File: src/rtl/core/s256e_pkg.sv
package s256e_pkg;

	localparam int LimbW = 64;
	localparam int NumLimbs = 4;
	localparam int KeyW = 256;

	localparam logic [KeyW-1:0] PrimeP =
		256'hFFFFFFFFFFFFFFFFFFFFFFFFFFFFFFFFFFFFFFFFFFFFFFFFFFFFFFFEFFFFFC2F;
	localparam logic [KeyW-1:0] Beta =
		256'h7ae96a2b657c07106e64479eac3434e99cf0497512f58995c1396c28719501ee;
	// beta^2 mod p, the other nontrivial cube root of unity
	localparam logic [KeyW-1:0] Beta2 =
		256'h851695d49a83f8ef919bb86153cbcb16630fb68aed0a766a3ec693d68e6afa40;

	localparam logic [1:0] PrefixEven = 2'd2;
	localparam logic [1:0] PrefixOdd  = 2'd3;
	localparam logic [2:0] LastPoint  = 3'd5;

	typedef struct packed {
		logic [LimbW-1:0] x_limb;
		logic             y_odd;
		logic             last_limb;
	} in_item_t;

	typedef struct packed {
		logic [2:0]       point_index;
		logic [1:0]       prefix;
		logic [1:0]       limb_index;
		logic [LimbW-1:0] out_limb;
		logic             last_of_key;
	} out_item_t;

	typedef struct packed {
		logic start;
		logic sel_beta2;
	} mul_cmd_t;

endpackage

File: src/rtl/core/s256e_modmul.sv
// Constant-by-variable modular multiply, bit serial MSB first:
// acc = 2*acc + bit*x mod p, one bit of the constant a cycle.
module s256e_modmul (
	input  logic                                      clk,
	input  logic                                      arst_n,
	input  s256e_pkg::mul_cmd_t                       cmd,
	input  logic [s256e_pkg::KeyW-1:0]                x,
	output logic                                      done,
	output logic [s256e_pkg::KeyW-1:0]                result
);
	import s256e_pkg::*;

	logic             busy_q;
	logic [7:0]       bit_q;
	logic [KeyW-1:0]  k_q;
	logic [KeyW-1:0]  acc_q;
	logic [KeyW:0]    dbl;
	logic [KeyW-1:0]  dbl_r;
	logic [KeyW:0]    add;
	logic [KeyW-1:0]  add_r;

	always_comb begin
		dbl = {acc_q, 1'b0};
		dbl_r = (dbl >= {1'b0, PrimeP}) ? KeyW'(dbl - {1'b0, PrimeP}) : dbl[KeyW-1:0];
		add = {1'b0, dbl_r} + {1'b0, (k_q[KeyW-1] ? x : '0)};
		add_r = (add >= {1'b0, PrimeP}) ? KeyW'(add - {1'b0, PrimeP}) : add[KeyW-1:0];
	end

	always_ff @(posedge clk or negedge arst_n) begin
		if (!arst_n) begin
			busy_q <= 1'b0;
			bit_q <= '0;
			done <= 1'b0;
		end else begin
			done <= 1'b0;
			if (cmd.start) begin
				busy_q <= 1'b1;
				bit_q <= '0;
			end else if (busy_q) begin
				bit_q <= bit_q + 8'd1;
				if (bit_q == 8'hFF) begin
					busy_q <= 1'b0;
					done <= 1'b1;
				end
			end
		end
	end

	always_ff @(posedge clk) begin
		if (cmd.start) begin
			acc_q <= '0;
			k_q <= cmd.sel_beta2 ? Beta2 : Beta;
		end else if (busy_q) begin
			acc_q <= add_r;
			k_q <= {k_q[KeyW-2:0], 1'b0};
		end
	end

	assign result = acc_q;

`ifndef NO_ASSERTIONS
	// x is reduced before a multiply starts, so the accumulator stays reduced
	a_acc_reduced: assert property (@(posedge clk) disable iff (!arst_n)
		busy_q |=> acc_q < PrimeP) else $error("accumulator not reduced");
	a_done_end: assert property (@(posedge clk) disable iff (!arst_n)
		done |-> !busy_q) else $error("done while busy");
	a_start_idle: assert property (@(posedge clk) disable iff (!arst_n)
		cmd.start |-> !busy_q) else $error("start while busy");
`endif
endmodule

File: src/rtl/core/secp256k1_endomorphism_points.sv
// Channel | Direction | Handshake              | Payload
// in      | input     | in_valid / in_ready    | in_data  (s256e_pkg::in_item_t)
// out     | output    | out_valid / out_ready  | out_data (s256e_pkg::out_item_t)
//
// A limb without the last mark is stored and advances the limb count. The last
// limb starts a key: x is reduced, then two bit-serial multiplies of 256 bit
// steps each run in the shared modular multiplier, then 24 result transactions
// follow. Input is not ready from the last limb until the final result is
// loaded into the output register.
// arst_n clears the sequencer and limb count; limb storage is not cleared.
// The output register holds its transaction through any out_ready stall.
module secp256k1_endomorphism_points (
	input  logic                  clk,
	input  logic                  arst_n,
	input  logic                  in_valid,
	output logic                  in_ready,
	input  s256e_pkg::in_item_t   in_data,
	output logic                  out_valid,
	input  logic                  out_ready,
	output s256e_pkg::out_item_t  out_data
);
	import s256e_pkg::*;

	localparam logic [2:0] StIdle   = 3'd0;
	localparam logic [2:0] StReduce = 3'd1;
	localparam logic [2:0] StMul1   = 3'd2;
	localparam logic [2:0] StMul2   = 3'd3;
	localparam logic [2:0] StEmit   = 3'd4;

	logic [2:0]        state_q;
	logic [1:0]        limb_count_q;
	logic [LimbW-1:0]  x_store_q [NumLimbs];
	logic              odd_q;
	logic [KeyW-1:0]   x_q, x1_q, x2_q;
	logic [2:0]        pt_q;
	logic [1:0]        li_q;
	mul_cmd_t          cmd;
	logic              mul_done;
	logic [KeyW-1:0]   mul_res;
	logic [KeyW-1:0]   raw_x;
	logic [KeyW-1:0]   cur;
	logic              in_acc;
	logic              load_out;

	assign in_ready = (state_q == StIdle);
	assign in_acc = in_valid && in_ready;
	assign raw_x = {x_store_q[0], x_store_q[1], x_store_q[2], x_store_q[3]};

	s256e_modmul u_mul (
		.clk(clk), .arst_n(arst_n), .cmd(cmd), .x(x_q),
		.done(mul_done), .result(mul_res)
	);

	always_comb begin
		cmd.start = 1'b0;
		cmd.sel_beta2 = 1'b0;
		if (state_q == StReduce) begin
			cmd.start = 1'b1;
		end else if (state_q == StMul1 && mul_done) begin
			cmd.start = 1'b1;
			cmd.sel_beta2 = 1'b1;
		end
		case (pt_q[2:1])
			2'd0:    cur = x_q;
			2'd1:    cur = x1_q;
			default: cur = x2_q;
		endcase
		load_out = (state_q == StEmit) && (!out_valid || out_ready);
	end

	always_ff @(posedge clk or negedge arst_n) begin
		if (!arst_n) begin
			state_q <= StIdle;
			limb_count_q <= '0;
			pt_q <= '0;
			li_q <= '0;
			out_valid <= 1'b0;
		end else begin
			if (load_out) out_valid <= 1'b1;
			else if (out_ready) out_valid <= 1'b0;
			case (state_q)
				StIdle: begin
					if (in_acc) begin
						if (in_data.last_limb) begin
							limb_count_q <= '0;
							state_q <= StReduce;
						end else begin
							limb_count_q <= limb_count_q + 2'd1;
						end
					end
				end
				StReduce: state_q <= StMul1;
				StMul1:   if (mul_done) state_q <= StMul2;
				StMul2: begin
					if (mul_done) begin
						state_q <= StEmit;
						pt_q <= '0;
						li_q <= '0;
					end
				end
				StEmit: begin
					if (load_out) begin
						li_q <= li_q + 2'd1;
						if (li_q == 2'd3) begin
							pt_q <= pt_q + 3'd1;
							if (pt_q == LastPoint) state_q <= StIdle;
						end
					end
				end
				default: state_q <= StIdle;
			endcase
		end
	end

	always_ff @(posedge clk) begin
		if (in_acc) begin
			x_store_q[limb_count_q] <= in_data.x_limb;
			if (in_data.last_limb) odd_q <= in_data.y_odd;
		end
		if (state_q == StReduce)
			x_q <= (raw_x >= PrimeP) ? raw_x - PrimeP : raw_x;
		if (state_q == StMul1 && mul_done) x1_q <= mul_res;
		if (state_q == StMul2 && mul_done) x2_q <= mul_res;
		if (load_out) begin
			out_data.point_index <= pt_q;
			out_data.prefix <= (pt_q[0] ^ odd_q) ? PrefixOdd : PrefixEven;
			out_data.limb_index <= li_q;
			out_data.out_limb <= cur[KeyW-1-{li_q, 6'd0} -: LimbW];
			out_data.last_of_key <= (pt_q == LastPoint) && (li_q == 2'd3);
		end
	end

`ifndef NO_ASSERTIONS
	a_busy: assert property (@(posedge clk) disable iff (!arst_n)
		state_q != StIdle |-> !in_ready) else $error("ready while busy");
	a_idx: assert property (@(posedge clk) disable iff (!arst_n)
		out_valid |-> out_data.point_index <= LastPoint) else $error("bad point index");
	a_last: assert property (@(posedge clk) disable iff (!arst_n)
		out_valid && out_data.last_of_key |-> out_data.limb_index == 2'd3)
		else $error("last flag off final limb");
`endif
endmodule

File: config.mk
export PLATFORM = sky130hd
export DESIGN_NAME = secp256k1_endomorphism_points
export DESIGN_NICKNAME = d
export VERILOG_FILES = /design/src/rtl/core/s256e_pkg.sv /design/src/rtl/core/s256e_modmul.sv /design/src/rtl/core/secp256k1_endomorphism_points.sv
export SDC_FILE = /design/constraint.sdc
export NUM_CORES = 2
export LEC_CHECK = 0
export CAP_MARGIN = 20
export CORE_MARGIN = 10
export CORE_UTILIZATION = 50
export DETAILED_ROUTE_END_ITERATION = 7
export DONT_BUFFER_PORTS = 1
export HOLD_SLACK_MARGIN = 0.1
export PLACE_DENSITY = 0.68
export SKIP_CTS_REPAIR_TIMING = 1
export SLEW_MARGIN = 20
export SYNTH_ARGS = -nofsm -noshare
export SYNTH_HDL_FRONTEND = slang
export SYNTH_SLANG_ARGS = --single-unit
File: constraint.sdc
create_clock -name clk -period 12.4 [get_ports clk]
set_clock_uncertainty 0.15 [all_clocks]
set_input_delay 1.86 -clock clk [delete_from_list [all_inputs] [get_ports clk]]
set_output_delay 1.86 -clock clk [all_outputs]
set_load 0.02 [all_outputs]
==> key figures, run 1 <==
Global routing
  – Gr usage total: 0.5816
  – Number of global-route vias before repair: 110.7k
  – Gr ovfl total: 61
  – Pin count of the biggest net entering global routing: 185
  – First-pass GRT wire length: 911.9 mm

Synthesis
  – Simple-gate share of the synthesized area: 0.2428
  – Syn nets: 11.40k
  – Main combinational cell family by area after synthesis: simple AND/OR/NAND/NOR gates
  – Multiplexer share of the synthesized area: 0.04881
  – Netlist cell types: 126
  – Ys async rst share: 0.01290
  – Sequential element share of the synthesized area: 0.4463
  – Post-synth EDFFs: 1,351
  – Post-synthesis adder-cell area fraction: 0.03257
  – Avg Cell Area, Syn: 9.359 µm²
  – Ys flop type: edfxtp_1
  – Mapped Area: 0.1036 mm²
  – Compound-Gate Fraction of Synth Area: 0.1438
  – Synth Area in XOR/XNOR: 0.05794
  – Ys Warns: 0
  – Post-synthesis register bit count: 1,628
  – Synth Instances: 11.06k

Die
  – Starting Density: 0.5041
  – Width of the die: 475.1 µm
  – Die Height: 475.1 µm
  – Row count: 166
  – Ports: 144

Outcome
  – Outcome: did not finish
  – Halt Stage: 5_1_grt
  – Run Error: [ERROR GRT-0116] Global routing finished with congestion. Check the congestion regions in the DRC Viewer.

Placed design
  – Setup slack at placement: -0.009275 ns
  – Detail Placement HPWL: 499.3 mm
  – Placer congestion estimate: 1.283
  – Buffers on Ports: 0
  – Placed cell area: 0.1199 mm²

Clock network
  – Clk buf depth: 3
  – Htree depth: 4
  – CTS root buffer: clkbuf_16
  – Num CTS Buffers: 170
  – Clock sink count: 1,628
-- layer usage --
layer,overflow,track usage
met4,23,0.5658
met2,38,0.7636
met3,0,0.3764
met5,0,0.08889
met1,0,0.6073
-- cells in the mapped netlist (all sizes together), types with 119 or more instances --
library cell  instances  share of area
nor2                801          0.029
and2                568          0.034
nand4               485          0.030
dfxtp               256          0.049
ha                  268          0.032
nand2              1652          0.060
o21ai               839          0.041
inv                 135         0.0049
mux2i               352          0.034
buf                 181         0.0089
xor2                248          0.021
nor3                301          0.015
nand3               339          0.016
edfxtp             1351           0.39
a21oi               668          0.033
xnor2               437          0.037
nor4                233          0.016
and3                119         0.0072
clkbuf              381          0.014
-- metrics by stage --
step	hold WS [ns]	cells	setup TNS [ns]
global placement	0.3122	15130	-0.04334
CTS	0.3247	15450	-0.1951
floorplan	0.2731	11060	0
detailed placement	0.3097	15140	-0.009275
-- cell families after synthesis --
kind of cell	Yosys count
AO/OA/AOI/OAI	2390
XOR/XNOR	685
buffers and inverters	697
multiplexers	424
AND/OR/NAND/NOR	4970
flip-flops	1628
adder cells (fa/ha/maj)	269
other	1
==> inputs of run 2 (changes only) <==
Settings changed: CORE_UTILIZATION 50 to 35, HOLD_SLACK_MARGIN 0.1 to default, PLACE_DENSITY 0.68 to default, PLACE_DENSITY_LB_ADDON from default to 0.15.
Clock period 12.4 ns to 16.1 ns, I/O delays scaled along.
==> run 2 against run 1 <==
Synthesized cell count is the same; the run now ends clean; area after synthesis unchanged.
==> key figures, run 2 <==
Placed design
  – Detail Placement HPWL: 550.2 mm (was 499.3 mm)
  – Buffers on Ports: 0 (unchanged)
  – Placer congestion estimate: 1.099 (was 1.283)
  – Setup slack at placement: 0.8328 ns (was -0.009275 ns)

Critical path
  – Cell mode on critical path: nor3_1
  – Crit path to: u_mul.result[233]
  – CP max stage cell: nor3_1
  – Reg2reg end: u_mul.result[233]
  – Worst Setup SP: u_mul.result[232]
  – Worst setup SP type: flip-flop
  – Worst R2R Path Depth: 39
  – Crit-path max cell delay: 0.92 ns
  – CP arrival: 16.64 ns
  – R2r setup slk: 0.09 ns
  – Setup crit end kind: flip-flop
  – CP Max Fanout: 8
  – Critical Path RT: 16.73 ns
  – RR Startpoint: u_mul.result[232]
  – Setup Crit Path Kind: reg -> reg

Clock network
  – CTS tree: built
  – Clock sink count: 1,628 (unchanged)
  – Htree depth: 4 (unchanged)
  – CTS root buffer: clkbuf_16 (unchanged)
  – Clk_lat worst skew: 0.94 ns
  – Clk buf depth: 4 (was 3)
  – Reg clk slew, reported paths: 0.09 ns
  – Num CTS Buffers: 188 (was 170)

Synthesis
  – Post-synthesis register bit count: 1,628 (unchanged)
  – Synth Instances: 11.06k (unchanged)
  – Ys Warns: 0 (unchanged)
  – Post-synth top area share: 0.3918 (unchanged)
  – Sequential element share of the synthesized area: 0.4463 (unchanged)
  – Top-count cell post-synth: nand2_1 (unchanged)
  – Ys flop type: edfxtp_1 (unchanged)
  – Synth top area cells: edfxtp_1 (39%), nand2_1 (6.0%), dfxtp_1 (4.9%) (unchanged)
  – Ys async rst share: 0.01290 (unchanged)
  – Netlist cell types: 126 (unchanged)
  – Commonest cells post-synth: nand2_1 (1,652), edfxtp_1 (1,351), nor2_1 (800), o21ai_0 (737), a21oi_1 (660) (unchanged)
  – Syn nets: 11.40k (unchanged)
  – Avg Cell Area, Syn: 9.359 µm² (unchanged)
  – Post-synth EDFFs: 1,351 (unchanged)
  – Mapped Area: 0.1036 mm² (unchanged)
  – Leading area contributor after synthesis: edfxtp_1 (unchanged)

Power and ir drop
  – Static leakage: 39.88 nW
  – Pwr dens: 77.42 mW/mm²
  – VDD IR-drop max: 0.00009340 V

Global routing
  – Gr ovfl total: 0
  – First-pass GRT wire length: 858.6 mm
  – Pin count of the biggest net entering global routing: 153
  – Number of global-route vias before repair: 92.22k
  – Gr usage total: 0.3984
  – Initial antenna violation count: 107

Route
  – Via Count: 99.82k
  – Drc violations: 0
  – Drt via density: 6.534
  – Wire per inst: 43.30 µm
  – DR pass1 iterations: 8
  – Initial DRC Count: 14.78k
  – Final ANT Viol Nets: 0
  – Drt total wl: 661.5 mm

STA
  – Slew HR: 0.07161
  – Worst slew pin tran: 1.378 ns
  – RSZ-0062 raised after global routing: false
  – Period minus WS final: 16.01 ns
  – Hold slack: 0.2847 ns
  – Final WS setup: 0.09129 ns
  – Max Slew Vio Count: 0
  – Tcrit/Tclk final: 0.9943
  – Maximum clock rate: 62.47 MHz
  – Setup TNS: 0 ns
  – Final Hold Fails: 0
  – Final setup viols: 0

Layout
  – Most frequent cells in the layout: nand2_1 (1,649), edfxtp_1 (1,351), nor2_1 (797), o21ai_0 (694), a21oi_1 (658)
  – Filler instances: 29.85k
  – Final Util: 0.3953
  – Commonest non-fill, non-tap cell in the layout: nand2_1
  – Layout cells sized above 1: 0.09129
  – Final net count: 11.45k
  – Area Overhead vs Synth: 12.36%

Die
  – Core area: 0.2943 mm²
  – Ports: 144 (unchanged)
  – Row count: 199 (was 166)
  – Starting Density: 0.3519 (was 0.5041)
  – Die area: 0.3180 mm²
  – Width of the die: 563.9 µm (was 475.1 µm)
  – Die Height: 563.9 µm (was 475.1 µm)

Outcome
  – Outcome: finished, final reports clean (was did not finish)

Min path
  – Type of the tightest min-delay check: reg -> reg

Job
  – Max_cap viols: 0
run 2: cell counts after synthesis:
No cell type changed its count.
run 2: worst max-delay path: cells and delay by family (launching register included):
family                   cells  cell delay (ns)
adder cells (fa/ha/maj)      1             0.24
XOR/XNOR                     2             0.87
AND/OR/NAND/NOR             22             9.91
flip-flops                   1             0.47
buffers and inverters        4             0.78
AO/OA/AOI/OAI               10             3.38
run 2: through the flow:
stage | cell area (µm²) | power (mW) | instances
floorplan | 103600 | 4.597 | 11060
global placement | 109600 | 4.596 | 14830
detailed placement | 109800 | 4.596 | 14840
CTS | 116000 | 9.038 | 15180
global route | 116200 | 9.201 | 15200
finish | 116400 | 9.008 | 15280
run 2: how the worst min path moves through the flow:
stage	from	end	slack [ns]	depth (start not counted)
detailed placement	u_mul.result[254]	x1_q[254]	0.33	0
global route	u_mul.k_q[137]	u_mul.k_q[138]	0.34	2
finish	u_mul.k_q[133]	u_mul.k_q[134]	0.28	2
global placement	u_mul.result[2]	x2_q[2]	0.34	0
CTS	u_mul.k_q[133]	u_mul.k_q[134]	0.28	2
floorplan	pt_q[2]	out_data[71]	0.27	0
run 2: layout make-up:
class | count | area, µm² | area share
multi-input combinational | 8739 | 54860 | 0.4715
sequential | 1628 | 46240 | 0.3974
tap | 3919 | 4903 | 0.04214
clock buffer | 222 | 4873 | 0.04188
timing repair buffer | 419 | 3323 | 0.02856
clock inverter | 118 | 1390 | 0.01195
inverter | 135 | 529.3 | 0.004549
antenna | 97 | 242.7 | 0.002086
run 2: logic make-up after synthesis:
| logic type | synth area share |
|---|---|
| fa+ha+maj | 0.03257 |
| compound gates | 0.1438 |
| other cells | 0.00003621 |
| simple gates | 0.2428 |
| xor+xnor | 0.05794 |
| buf+inv | 0.02763 |
| flops | 0.4463 |
| mux | 0.04881 |
run 2: routing by layer:
layer / wire length (µm) / track usage / up-vias
met3: 62680 / 0.1062 / 2005
met2: 287100 / 0.6131 / 6663
met5: 174 / 0.0001488 / -
met1: 234600 / 0.4526 / 49610
met4: 76920 / 0.3611 / 18
li1: - / - / 41520
run 2: report_power, final:
part / internal, mW / total, mW / switching, mW
Combinational: 0.0000830 / 0.000318 / 0.000213
Clock: 2.56 / 4.50 / 1.94
Sequential: 4.51 / 4.51 / 0
Power figures use the tool's default switching activity.
